### src/json_string_escaper_defines.svh
// ---------------------------------------------------------------------------
// JSON string escaper assertion macros
// Shared concurrent assertion helpers; empty under synthesis.
// ---------------------------------------------------------------------------
`ifndef JSON_STRING_ESCAPER_DEFINES_SVH
`define JSON_STRING_ESCAPER_DEFINES_SVH

`ifndef SYNTHESIS
// Property must hold at every clock edge outside reset.
`define JSE_ASSERT(lbl, clk_sig, rst_n_sig, prop) \
	lbl: assert property (@(posedge clk_sig) disable iff (!rst_n_sig) (prop)) \
		else $error("jse assertion failed");
// Expression must never be true outside reset.
`define JSE_ASSERT_NEVER(lbl, clk_sig, rst_n_sig, expr) \
	lbl: assert property (@(posedge clk_sig) disable iff (!rst_n_sig) !(expr)) \
		else $error("jse assertion failed");
`else
`define JSE_ASSERT(lbl, clk_sig, rst_n_sig, prop)
`define JSE_ASSERT_NEVER(lbl, clk_sig, rst_n_sig, expr)
`endif

`endif

### src/jse_pkg.sv
// ---------------------------------------------------------------------------
// JSON string escaper package
// Types, character constants and lookup functions shared by the escaper.
// ---------------------------------------------------------------------------
package jse_pkg;

	// Most characters one input byte can produce.
	localparam int CMD_CHARS   = 6;
	localparam int CMD_CNT_W   = $clog2(CMD_CHARS + 1);
	localparam int CMD_IDX_W   = $clog2(CMD_CHARS);

	// Command queue between the front and back ends.
	localparam int FIFO_DEPTH  = 4;
	localparam int FIFO_PTR_W  = $clog2(FIFO_DEPTH);
	localparam int FIFO_CNT_W  = $clog2(FIFO_DEPTH + 1);

	// Pending UTF-8 sequence storage.
	localparam int HELD_DEPTH  = 3;
	localparam int HELD_CNT_W  = 2;
	localparam int CP_W        = 21;

	localparam logic [7:0] CH_BACKSLASH = 8'h5C;
	localparam logic [7:0] CH_LOWER_U   = 8'h75;
	localparam logic [7:0] CH_NONE      = 8'h00;

	localparam logic [7:0] CONT_LO      = 8'h80;
	localparam logic [7:0] CONT_HI      = 8'hBF;
	localparam logic [7:0] LEAD2_LO     = 8'hC2;
	localparam logic [7:0] LEAD2_HI     = 8'hDF;
	localparam logic [7:0] LEAD3_LO     = 8'hE0;
	localparam logic [7:0] LEAD3_HI     = 8'hEF;
	localparam logic [7:0] LEAD4_LO     = 8'hF0;
	localparam logic [7:0] LEAD4_HI     = 8'hF4;
	localparam logic [7:0] LEAD_E0      = 8'hE0;
	localparam logic [7:0] LEAD_ED      = 8'hED;
	localparam logic [7:0] LEAD_F0      = 8'hF0;
	localparam logic [7:0] LEAD_F4      = 8'hF4;

	// One byte's worth of output: up to six characters plus end flag.
	typedef struct packed {
		logic [CMD_CHARS-1:0][7:0] chars;
		logic [CMD_CNT_W-1:0]      count;
		logic                      last;
	} cmd_t;

	// Escape letter for a control or special ASCII byte, zero otherwise.
	function automatic logic [7:0] escape_letter(input logic [7:0] b);
		logic [7:0] e;
		unique case (b)
			8'h08:   e = 8'h62; // b
			8'h09:   e = 8'h74; // t
			8'h0A:   e = 8'h6E; // n
			8'h0C:   e = 8'h66; // f
			8'h0D:   e = 8'h72; // r
			8'h22:   e = 8'h22; // quote
			8'h2F:   e = 8'h2F; // slash
			8'h5C:   e = 8'h5C; // backslash
			default: e = CH_NONE;
		endcase
		return e;
	endfunction

	// Lower-case hex digit for a nibble.
	function automatic logic [7:0] hex_lower(input logic [3:0] v);
		logic [7:0] c;
		if (v < 4'd10) begin
			c = 8'h30 + {4'd0, v};
		end else begin
			c = 8'h57 + {4'd0, v};
		end
		return c;
	endfunction

endpackage

### src/jse_if.sv
// ---------------------------------------------------------------------------
// JSON string escaper channels
// Valid/ready channels for raw bytes, queued commands and escaped characters.
// ---------------------------------------------------------------------------
interface jse_byte_if;
	logic       valid;
	logic       ready;
	logic [7:0] in_byte;
	logic       last_byte;

	modport source (output valid, in_byte, last_byte, input ready);
	modport sink   (input valid, in_byte, last_byte, output ready);
endinterface

interface jse_cmd_if;
	logic           valid;
	logic           ready;
	jse_pkg::cmd_t  cmd;

	modport source (output valid, cmd, input ready);
	modport sink   (input valid, cmd, output ready);
endinterface

interface jse_char_if;
	logic       valid;
	logic       ready;
	logic [7:0] out_char;
	logic       has_char;
	logic       end_of_string;

	modport source (output valid, out_char, has_char, end_of_string, input ready);
	modport sink   (input valid, out_char, has_char, end_of_string, output ready);
endinterface

### src/jse_front.sv
// ---------------------------------------------------------------------------
// JSON string escaper front end
// Decodes UTF-8 and turns each raw byte into a list of output characters.
// ---------------------------------------------------------------------------
`include "json_string_escaper_defines.svh"

module jse_front (
	input  logic            clk,
	input  logic            arst_n,
	jse_byte_if.sink        raw,
	jse_cmd_if.source       cmd
);

	logic [jse_pkg::CP_W-1:0]       acc_q, acc_d;
	logic [1:0]                     rem_q, rem_d;
	logic [7:0]                     held_q [jse_pkg::HELD_DEPTH];
	logic [7:0]                     held_d [jse_pkg::HELD_DEPTH];
	logic [jse_pkg::HELD_CNT_W-1:0] hcnt_q, hcnt_d;

	logic [jse_pkg::CMD_CHARS-1:0][7:0] chars;
	logic [jse_pkg::CMD_CNT_W-1:0]      n;
	logic [7:0]                         b;
	logic [7:0]                         esc;
	logic [7:0]                         lo, hi;
	logic                               cont_ok;
	logic                               idle;
	logic                               accept;

	assign b      = raw.in_byte;
	assign esc    = jse_pkg::escape_letter(b);
	assign accept = raw.valid && raw.ready;

	// Allowed continuation range; the second byte is narrowed after some leads.
	always_comb begin
		lo = jse_pkg::CONT_LO;
		hi = jse_pkg::CONT_HI;
		if (hcnt_q == 2'd1) begin
			unique case (held_q[0])
				jse_pkg::LEAD_E0: lo = 8'hA0;
				jse_pkg::LEAD_ED: hi = 8'h9F;
				jse_pkg::LEAD_F0: lo = 8'h90;
				jse_pkg::LEAD_F4: hi = 8'h8F;
				default: ;
			endcase
		end
		cont_ok = (b >= lo) && (b <= hi);
	end

	always_comb begin
		acc_d  = acc_q;
		rem_d  = rem_q;
		held_d = held_q;
		hcnt_d = hcnt_q;
		chars  = '0;
		n      = '0;
		idle   = 1'b0;

		if (rem_q != 2'd0) begin
			if (cont_ok) begin
				acc_d = {acc_q[jse_pkg::CP_W-7:0], b[5:0]};
				rem_d = rem_q - 2'd1;
				if (rem_q == 2'd1) begin
					// Sequence complete: emit \uXXXX for the basic plane only.
					if (acc_d[jse_pkg::CP_W-1:16] == '0) begin
						chars[0] = jse_pkg::CH_BACKSLASH;
						chars[1] = jse_pkg::CH_LOWER_U;
						chars[2] = jse_pkg::hex_lower(acc_d[15:12]);
						chars[3] = jse_pkg::hex_lower(acc_d[11:8]);
						chars[4] = jse_pkg::hex_lower(acc_d[7:4]);
						chars[5] = jse_pkg::hex_lower(acc_d[3:0]);
						n        = 3'd6;
					end
					hcnt_d = '0;
					acc_d  = '0;
				end else if (hcnt_q < 2'd3) begin
					held_d[hcnt_q] = b;
					hcnt_d         = hcnt_q + 2'd1;
				end
			end else begin
				// Broken sequence: copy held bytes raw, then treat byte as fresh.
				for (int i = 0; i < jse_pkg::HELD_DEPTH; i++) begin
					if (2'(i) < hcnt_q) begin
						chars[n] = held_q[i];
						n        = n + 3'd1;
					end
				end
				hcnt_d = '0;
				rem_d  = '0;
				acc_d  = '0;
				idle   = 1'b1;
			end
		end else begin
			idle = 1'b1;
		end

		if (idle) begin
			priority if (b < jse_pkg::CONT_LO) begin
				if (b != 8'h00) begin
					if (esc != jse_pkg::CH_NONE) begin
						chars[n]        = jse_pkg::CH_BACKSLASH;
						chars[n + 3'd1] = esc;
						n               = n + 3'd2;
					end else begin
						chars[n] = b;
						n        = n + 3'd1;
					end
				end
			end else if (b >= jse_pkg::LEAD2_LO && b <= jse_pkg::LEAD2_HI) begin
				held_d[0] = b;
				hcnt_d    = 2'd1;
				rem_d     = 2'd1;
				acc_d     = {16'd0, b[4:0]};
			end else if (b >= jse_pkg::LEAD3_LO && b <= jse_pkg::LEAD3_HI) begin
				held_d[0] = b;
				hcnt_d    = 2'd1;
				rem_d     = 2'd2;
				acc_d     = {17'd0, b[3:0]};
			end else if (b >= jse_pkg::LEAD4_LO && b <= jse_pkg::LEAD4_HI) begin
				held_d[0] = b;
				hcnt_d    = 2'd1;
				rem_d     = 2'd3;
				acc_d     = {18'd0, b[2:0]};
			end else begin
				chars[n] = b;
				n        = n + 3'd1;
			end
		end

		// Truncated sequence at end of string: copy held bytes raw.
		if (raw.last_byte && (rem_d != 2'd0 || hcnt_d != '0)) begin
			for (int i = 0; i < jse_pkg::HELD_DEPTH; i++) begin
				if (2'(i) < hcnt_d) begin
					chars[n] = held_d[i];
					n        = n + 3'd1;
				end
			end
			hcnt_d = '0;
			rem_d  = '0;
			acc_d  = '0;
		end
	end

	// Drop bytes that produce nothing unless they close the string.
	assign raw.ready       = cmd.ready;
	assign cmd.valid       = raw.valid && (n != '0 || raw.last_byte);
	assign cmd.cmd.chars   = chars;
	assign cmd.cmd.count   = n;
	assign cmd.cmd.last    = raw.last_byte;

	always_ff @(posedge clk or negedge arst_n) begin
		if (!arst_n) begin
			acc_q  <= '0;
			rem_q  <= '0;
			hcnt_q <= '0;
		end else if (accept) begin
			acc_q  <= acc_d;
			rem_q  <= rem_d;
			hcnt_q <= hcnt_d;
		end
	end

	always_ff @(posedge clk) begin
		if (accept) begin
			held_q <= held_d;
		end
	end

	`JSE_ASSERT(a_pending_matches_held, clk, arst_n, (rem_q == 2'd0) == (hcnt_q == '0))

endmodule

### src/jse_fifo.sv
// ---------------------------------------------------------------------------
// JSON string escaper command queue
// Short queue that decouples byte intake from character output.
// ---------------------------------------------------------------------------
`include "json_string_escaper_defines.svh"

module jse_fifo (
	input  logic       clk,
	input  logic       arst_n,
	jse_cmd_if.sink    wr,
	jse_cmd_if.source  rd
);

	jse_pkg::cmd_t                  mem [jse_pkg::FIFO_DEPTH];
	logic [jse_pkg::FIFO_PTR_W-1:0] wptr_q, rptr_q;
	logic [jse_pkg::FIFO_CNT_W-1:0] count_q;
	logic                           push, pop;

	assign wr.ready = count_q < jse_pkg::FIFO_CNT_W'(jse_pkg::FIFO_DEPTH);
	assign rd.valid = count_q != '0;
	assign rd.cmd   = mem[rptr_q];
	assign push     = wr.valid && wr.ready;
	assign pop      = rd.valid && rd.ready;

	always_ff @(posedge clk or negedge arst_n) begin
		if (!arst_n) begin
			wptr_q  <= '0;
			rptr_q  <= '0;
			count_q <= '0;
		end else begin
			if (push) begin
				wptr_q <= wptr_q + jse_pkg::FIFO_PTR_W'(1);
			end
			if (pop) begin
				rptr_q <= rptr_q + jse_pkg::FIFO_PTR_W'(1);
			end
			unique case ({push, pop})
				2'b10:   count_q <= count_q + jse_pkg::FIFO_CNT_W'(1);
				2'b01:   count_q <= count_q - jse_pkg::FIFO_CNT_W'(1);
				default: count_q <= count_q;
			endcase
		end
	end

	always_ff @(posedge clk) begin
		if (push) begin
			mem[wptr_q] <= wr.cmd;
		end
	end

	`JSE_ASSERT(a_count_bound, clk, arst_n, count_q <= jse_pkg::FIFO_CNT_W'(jse_pkg::FIFO_DEPTH))
	`JSE_ASSERT(a_empty_ptrs, clk, arst_n, (count_q == '0) |-> (rptr_q == wptr_q))

endmodule

### src/jse_back.sv
// ---------------------------------------------------------------------------
// JSON string escaper back end
// Walks each queued command and sends its characters one per transfer.
// ---------------------------------------------------------------------------
`include "json_string_escaper_defines.svh"

module jse_back (
	input  logic       clk,
	input  logic       arst_n,
	jse_cmd_if.sink    cmd,
	jse_char_if.source esc
);

	logic [jse_pkg::CMD_IDX_W-1:0] idx_q;
	logic                          valid_q;
	logic [7:0]                    char_q;
	logic                          has_q;
	logic                          eos_q;
	logic                          load;
	logic                          empty_cmd;
	logic                          done;

	// Load when the output register is free or being drained this cycle.
	assign load      = cmd.valid && (!valid_q || esc.ready);
	assign empty_cmd = cmd.cmd.count == '0;
	assign done      = empty_cmd ||
		(jse_pkg::CMD_CNT_W'(idx_q) == cmd.cmd.count - jse_pkg::CMD_CNT_W'(1));
	assign cmd.ready = load && done;

	always_ff @(posedge clk or negedge arst_n) begin
		if (!arst_n) begin
			idx_q   <= '0;
			valid_q <= 1'b0;
		end else begin
			if (load) begin
				valid_q <= 1'b1;
				idx_q   <= done ? '0 : idx_q + jse_pkg::CMD_IDX_W'(1);
			end else if (esc.ready) begin
				valid_q <= 1'b0;
			end
		end
	end

	always_ff @(posedge clk) begin
		if (load) begin
			char_q <= empty_cmd ? jse_pkg::CH_NONE : cmd.cmd.chars[idx_q];
			has_q  <= !empty_cmd;
			eos_q  <= cmd.cmd.last && done;
		end
	end

	assign esc.valid         = valid_q;
	assign esc.out_char      = char_q;
	assign esc.has_char      = has_q;
	assign esc.end_of_string = eos_q;

	`JSE_ASSERT(a_idx_in_cmd, clk, arst_n, (idx_q != '0) |-> (cmd.valid && (jse_pkg::CMD_CNT_W'(idx_q) < cmd.cmd.count)))
	`JSE_ASSERT(a_marker_ends, clk, arst_n, (valid_q && !has_q) |-> eos_q)

endmodule

### src/json_string_escaper.sv
// Streams the bytes of a string in and JSON-escaped characters out, on two
// valid/ready channels. A byte is taken on every cycle in which the
// four-entry command queue has room, so bytes enter back to back; the output
// register gives one character per cycle while the receiver is ready. A byte
// that yields k characters holds the output side for k transfers (a bare end
// marker takes one transfer, a dropped byte none), so the sustained rate is
// set by the one-character output register. A character reaches the output
// through the queue write and then the output register.
// ---------------------------------------------------------------------------
// JSON string escaper
// Byte-in, character-out JSON string escaper with UTF-8 to \u decoding.
// ---------------------------------------------------------------------------
module json_string_escaper (
	input  logic       clk,
	input  logic       arst_n,
	jse_byte_if.sink   raw,
	jse_char_if.source esc
);

	// Front end -> queue, and queue -> back end command links.
	jse_cmd_if front_cmd ();
	jse_cmd_if back_cmd ();

	// Decode and classify each byte; stall intake only when the queue is full.
	jse_front u_front (
		.clk    (clk),
		.arst_n (arst_n),
		.raw    (raw),
		.cmd    (front_cmd.source)
	);

	// Hold pending commands so intake and output stall independently.
	jse_fifo u_fifo (
		.clk    (clk),
		.arst_n (arst_n),
		.wr     (front_cmd.sink),
		.rd     (back_cmd.source)
	);

	// Advance through each command one character per output transfer.
	jse_back u_back (
		.clk    (clk),
		.arst_n (arst_n),
		.cmd    (back_cmd.sink),
		.esc    (esc)
	);

endmodule

### src/flat_wrapper.sv
// flat-port wrapper written by rule: the top's interface ports become plain ports
module json_string_escaper_flat 
  (clk, arst_n, raw_valid, raw_in_byte, raw_last_byte, raw_ready, esc_valid, esc_out_char, esc_has_char, esc_end_of_string, esc_ready);
  jse_byte_if raw_i ();
  jse_char_if esc_i ();
  input  logic clk;
  input  logic arst_n;
  input wire logic [$bits(raw_i.valid)-1:0] raw_valid;
  input wire logic [$bits(raw_i.in_byte)-1:0] raw_in_byte;
  input wire logic [$bits(raw_i.last_byte)-1:0] raw_last_byte;
  output wire logic [$bits(raw_i.ready)-1:0] raw_ready;
  output wire logic [$bits(esc_i.valid)-1:0] esc_valid;
  output wire logic [$bits(esc_i.out_char)-1:0] esc_out_char;
  output wire logic [$bits(esc_i.has_char)-1:0] esc_has_char;
  output wire logic [$bits(esc_i.end_of_string)-1:0] esc_end_of_string;
  input wire logic [$bits(esc_i.ready)-1:0] esc_ready;
  assign raw_i.valid = raw_valid;
  assign raw_i.in_byte = raw_in_byte;
  assign raw_i.last_byte = raw_last_byte;
  assign raw_ready = raw_i.ready;
  assign esc_valid = esc_i.valid;
  assign esc_out_char = esc_i.out_char;
  assign esc_has_char = esc_i.has_char;
  assign esc_end_of_string = esc_i.end_of_string;
  assign esc_i.ready = esc_ready;
  json_string_escaper u_core (.clk(clk), .arst_n(arst_n), .raw(raw_i), .esc(esc_i));
endmodule
### config.mk
export PLATFORM = sky130hd
export DESIGN_NAME = json_string_escaper_flat
export DESIGN_NICKNAME = d
export VERILOG_FILES = /design/src/jse_pkg.sv /design/src/jse_if.sv /design/src/jse_front.sv /design/src/jse_fifo.sv /design/src/jse_back.sv /design/src/json_string_escaper.sv /design/src/flat_wrapper.sv
export VERILOG_INCLUDE_DIRS = /design/src /design/src/src
export SDC_FILE = /design/constraint.sdc
export NUM_CORES = 1
export LEC_CHECK = 0
export BUFFER_PORTS_ARGS = -buffer_cell sky130_fd_sc_hd__buf_2
export CAP_MARGIN = 10
export CORE_ASPECT_RATIO = 2
export CORE_MARGIN = 1.5
export CORE_UTILIZATION = 49
export DETAILED_ROUTE_END_ITERATION = 7
export GPL_ROUTABILITY_DRIVEN = 1
export PLACE_DENSITY = 0.64
export SLEW_MARGIN = 40
export SYNTH_ARGS = -nofsm -noshare
export SYNTH_HDL_FRONTEND = slang
export SYNTH_SLANG_ARGS = --single-unit
### constraint.sdc
create_clock -name clk -period 9.1 [get_ports clk]
set_input_delay 1.82 -clock clk [delete_from_list [all_inputs] [get_ports clk]]
set_output_delay 1.82 -clock clk [all_outputs]
set_load 0.05 [all_outputs]
# Yosys cells after proc, flatten, opt, wreduce, memory -nomap -nowiden
# Memory sizes are Yosys's and may differ from the RTL's.
# Index checks and enable logic that the tools add are counted.
[totals]
register_bits = 70
latch_bits = 0
mem_bits_rw = 208
mem_bits_ro = 0
in_bits = 13
out_inout_bits = 12
elab_cells = 261
n_memories = 1
[classes]
n_addsub = 23
mul = 0
div = 0
n_lt_le_gt_ge = 38
eq_ne = 17
shift = 0
muxes = 127
bitwise_logic = 4
reduce_logical = 37
[mem_list]
columns = ["name", "depth", "width", "read_ports", "rd_ports_with_merged_regs", "write_ports", "line", "source"]
rows = [
  ["u_core.u_fifo.mem", 4, 52, 1, 0, 1, "jse_fifo.sv:14", "jse_pkg::cmd_t mem [jse_pkg::FIFO_DEPTH];"],
]
[ops]
columns = ["operator", "count"]
rows = [
  ["48-bit 2-to-1 mux", 21],
  ["48-bit bitwise mux", 7],
  ["21-bit 2-to-1 mux", 9],
  ["8-bit demux with 3-bit select", 7],
  ["8-bit 2-to-1 mux", 21],
  ["24-bit 2-to-1 mux", 4],
  ["3-bit 2-to-1 mux", 24],
  ["7-bit case mux with 8 select lines", 1],
  ["8-bit by 4-bit equality test with 1-bit output, second input constant", 5],
  ["2-bit 2-to-1 mux", 18],
  ["7-bit by 4-bit adder with 8-bit output, first input constant", 4],
  ["8-bit equality test, second input constant", 4],
  ["3-bit by 4-bit < comparator with 1-bit output, second input constant", 8],
  ["6-bit by 4-bit adder with 7-bit output, first input constant", 4],
  ["3-bit by 1-bit adder with 3-bit output, second input constant", 8],
  ["24-bit bitwise AND", 1],
  ["8-bit binary-select mux with 3-bit select", 1],
  ["24-bit bitwise mux", 1],
  ["8-bit >= comparator, second input constant", 3],
  ["8-bit <= comparator, second input constant", 3],
  ["24-bit inverter", 1],
  ["24-bit OR", 1],
  ["6-bit case mux with 2 select lines", 2],
  ["3-bit by 1-bit >= comparator with 1-bit output, second input constant", 7],
  ["32 further kinds", 81],
]

# Logic depth before layout (Yosys ltp)
[depth]
word_depth = 36
mapped_depth = 34
mapped_depth_nobuf = 31

# Hierarchy
# Synthesis repeated with hierarchy kept, for this count alone.
[unflattened]
cells_unflattened = 1441
area_unflattened_um2 = 16757.3
[modules_own_cells]
columns = ["module", "n_inst", "cells_per_inst", "area_per_inst_um2", "seq_area_each_um2"]
rows = [
  ["jse_fifo", 1, 311, 7985.2, 6421.2],
  ["jse_front", 1, 1049, 7798.7, 1196.1],
  ["jse_back", 1, 81, 973.4, 400.4],
]

# Worst setup path before layout
# OpenSTA, ideal clock, no wires.
[synth_path]
kind = "input to register"
startpoint = "input raw_in_byte[4]"
endpoint = "memory u_core.u_fifo.mem[0][9] (netlist bit) (data pin)"
setup_ns = 0.272
arrival_ns = 7.534
required_ns = 8.828
slack_ns = 1.295
cell_stages = 28
path_buffers = 5
path_cell_list = "clkbuf_1 inv_1 ha_1 inv_1 o211ai_1 clkbuf_1 a21boi_1 clkbuf_1 nor2_1 inv_1 ha_1 inv_1 a32oi_1 nand3_1 nand2_1 ha_1 nor2_1 a31oi_1 ha_1 and2_1 a221oi_1 o21a_1 and3_1 clkbuf_1 and2_1 buf_2 nor2_1 a221o_1"
[synth_rtl]
columns = ["element", "line", "source"]
rows = [
  ["start, declared", "flat_wrapper.sv:9", "input wire logic [$bits(raw_i.in_byte)-1:0] raw_in_byte;"],
  ["end, declared", "jse_fifo.sv:14", ""],
]

==> metrics.yaml <==
critical_path_class: "in -> reg"
synthAdderAreaFrac_pct: 2.51
placed_area_um2: 17600
core_area_um2: 33600
die-area_um2: 35300
slew_headroom_pct: 36.5
vias_per_cell: 7.23
io_pins: 25
ys_top_cells_by_area: "edfxtp_1 43%, mux4_2 8.1%, dfrtp_1 4.5%, a21oi_1 2.6%, nor2_1 2.6%"
worst_pin_slew_ns: 0.950
crit_fanout: 19
cts_hold_buf: 0
crit_path_max_incr_delay_ns: 0.57
die_y_um: 264
synthTopCellsByCount: "242 x edfxtp_1, 114 x nor2_1, 104 x nand2_1, 88 x a21oi_1, 75 x clkbuf_1"
power_density_nw_per_um2: 281
r2r_slack_ns: 1.09
insertion_delay_ns: 0.55
detail_route.first_pass.iterations: 7
hpwlAfterDp_mm: 53.4
post_cts_resized: 0
place_congestion: 1.06
muxShareOfSynthArea_pct: 10.2
syn_nets: 1562
grt_max_degree: 53
synth_compound_area_share_pct: 21.0
root_buffer: "clkbuf_16"
cp_slowest_cell: "ha_1"
finalHoldViolCount: 0
drive_above_1_share_pct: 18.7
area_delta_synth_final_pct: 10.2
synth_top_family_by_area: "compound AO/OA/AOI/OAI gates"
remaining_drc_errors: 0
slew_violations: 0
critPathArrivalTime_ns: 8.38
cts_tree: "built"
drt_iter0_markers: 1518
startpoint_type: "primary input"
cts_buffer_depth: 3
syn_area_um2: 16700
numCtsBuffers: 25
grt_pass1_vias: 14500
min_path_cells: 2
clock.fmax_mhz: 123
synth_edf_count: 242
power.total_mw: 5.18
ir_drop_uv: 324
dp.cells: 1942
synth_seq_area_share_pct: 47.9
antenna_found_initial: 2
max_cap_viol_count: 0
async_flop_share_pct: 11.0
rows: 95
grt.overflow.total: 0
run_status: "complete, no violations"
grtUsageTotal_pct: 41.8
yosysTopAreaCellShare_pct: 43.4
layoutNonFillerInstCount: 1986
syn_inst: 1516
worstSetupEndpointType: "register"
fin_skew_ns: 0.0329
wl_mm: 73.0
htreeDepth: 1
setup_violations: 0
cp_num_buf_inv: 6
fin_nets: 1579
grt_pass1_wl_mm: 104
post-cts-setup-buffers: 0
p_leak_nw: 6.34
avgRoutedWirePerCell_um: 36.8
die-width_um: 134
portBuffers: 24
clk_pin_slew_ns: 0.07
cts.sinks: 272
final.setup.tns_ns: 0
cp_top_family: "compound AO/OA/AOI/OAI gates"
antenna_left: 0
syn_area_per_cell_um2: 11.0
synthXorXnorAreaFrac_pct: 1.14
yosys.area_share.simple_pct: 13.1
vias: 14400
min_path_type: "reg -> reg"
fin_crit_sh_pct: 89.1
yosys.area.top_type: "edfxtp_1"
ys_types: 104
design_area_um2: 18400
rr_worst_depth: 29
ys_seq_elements: 272
synth_top_flop_cell: "edfxtp_1"
required_ns: 9.37
yosysMostFrequentCell: "edfxtp_1"
layout_min_cycle_time_ns: 8.11
start_util_pct: 49.7
synth_warnings: 0
rsz0062_at_grt: "no"
antennaDiodeCount: 0
crit_top_cell: "ha_1"
worst-path-stages: 26
-- logic make-up after synthesis --
logic type / after synthesis
AO/OA/AOI/OAI: 493
AND/OR/NAND/NOR: 433
flip-flops: 272
buffers and inverters: 173
multiplexers: 92
adder cells (fa/ha/maj): 33
XOR/XNOR: 20
-- layout make-up --
class,count,area [um2]
repair buffers,98,686
multi-input cells,1071,8090
clock inverters,16,218
clock buffers,28,637
fillers,2872,15200
inverters,65,246
flip-flops and latches,272,8020
well taps,436,546
-- per-layer routing --
metal / part of all wire (%) / GRT usage, % / vias to the layer above
met5: 0.021 / 0 / -
met4: 12 / 40.1 / 2
met3: 7.0 / 8.52 / 370
met2: 50 / 71.2 / 865
met1: 31 / 41.7 / 7090
li1: - / - / 6034
-- flip-flops by register name, indices dropped and copies added (netlist names) --
register	flops
u_core.u_front.rem_q	2
u_core.u_fifo.mem	208
u_core.u_back.esc.valid	1
u_core.u_back.esc.end_of_string	1
u_core.u_back.idx_q	3
u_core.u_back.esc.out_char	8
u_core.u_fifo.wptr_q	2
u_core.u_front.held_q	24
u_core.u_fifo.count_q	3
u_core.u_fifo.rptr_q	2
u_core.u_front.hcnt_q	2
u_core.u_front.acc_q	15
u_core.u_back.esc.has_char	1
-- power breakdown --
| part | switching, mW | leakage (nW) | internal (mW) |
|---|---|---|---|
| clock | 0.491 | 0.405 | 0.628 |
| combinational | 1.46 | 3.31 | 0.766 |
| sequential | 0.143 | 2.63 | 1.69 |
-- worst register-to-register path: cells and delay by family, from the launching register on --
family | cells | cell delay [ns]
and+or+nand+nor | 14 | 3.10
adders and majority gates | 4 | 1.39
buffers and inverters | 4 | 0.59
DFF | 1 | 0.57
AOI/OAI and AO/OA | 7 | 2.09
-- through the flow --
stage	hold slack, ns	worst slack (ns)	utilization [%]
after floorplan	0.453	1.29	-
after global routing	0.523	0.659	54.8
after detailed placement	0.486	0.722	52.2
final	0.500	0.992	54.8
after CTS	0.498	1.24	54.7
after global placement	0.473	0.909	52.1
-- layout by cell type (no fill, tap or decap), types with 9 or more instances in the layout --
cell type    n
edfxtp_1   242
nor2_1     113
nand2_1    104
a21oi_1     87
o21ai_0     74
buf_4       72
inv_1       61
mux4_2      60
nand3_1     52
nor3_1      39
o211ai_1    34
a31oi_1     34
ha_1        32
dfrtp_1     28
clkbuf_16   25
buf_2       25
a22oi_1     22
a211oi_1    22
mux2_2      20
nand4_1     19
a22o_1      17
o22ai_1     17
nor4_1      16
o31ai_1     15
a221oi_1    15
o221ai_1    15
and3_1      12
nor2b_1     11
a21o_1      11
xnor2_1     11
o21a_1      11
nand2b_1     9
mux2i_1      9
a32oi_1      9
-- path summary, 6_finish.rpt --
path	end	from
worst max-delay path	u_core.u_fifo.mem[2][11]	raw_in_byte[1]
worst min-delay path	u_core.u_back.esc.valid	u_core.u_fifo.count_q[2]
worst max register to register	u_core.u_fifo.mem[2][11]	u_core.u_front.hcnt_q[1]
worst min register to register	u_core.u_back.esc.valid	u_core.u_fifo.count_q[2]
max in group asynchronous	u_core.u_fifo.rptr_q[0]	arst_n
min in group asynchronous	u_core.u_front.hcnt_q[1]	arst_n
(Power assumes the default switching activity.)
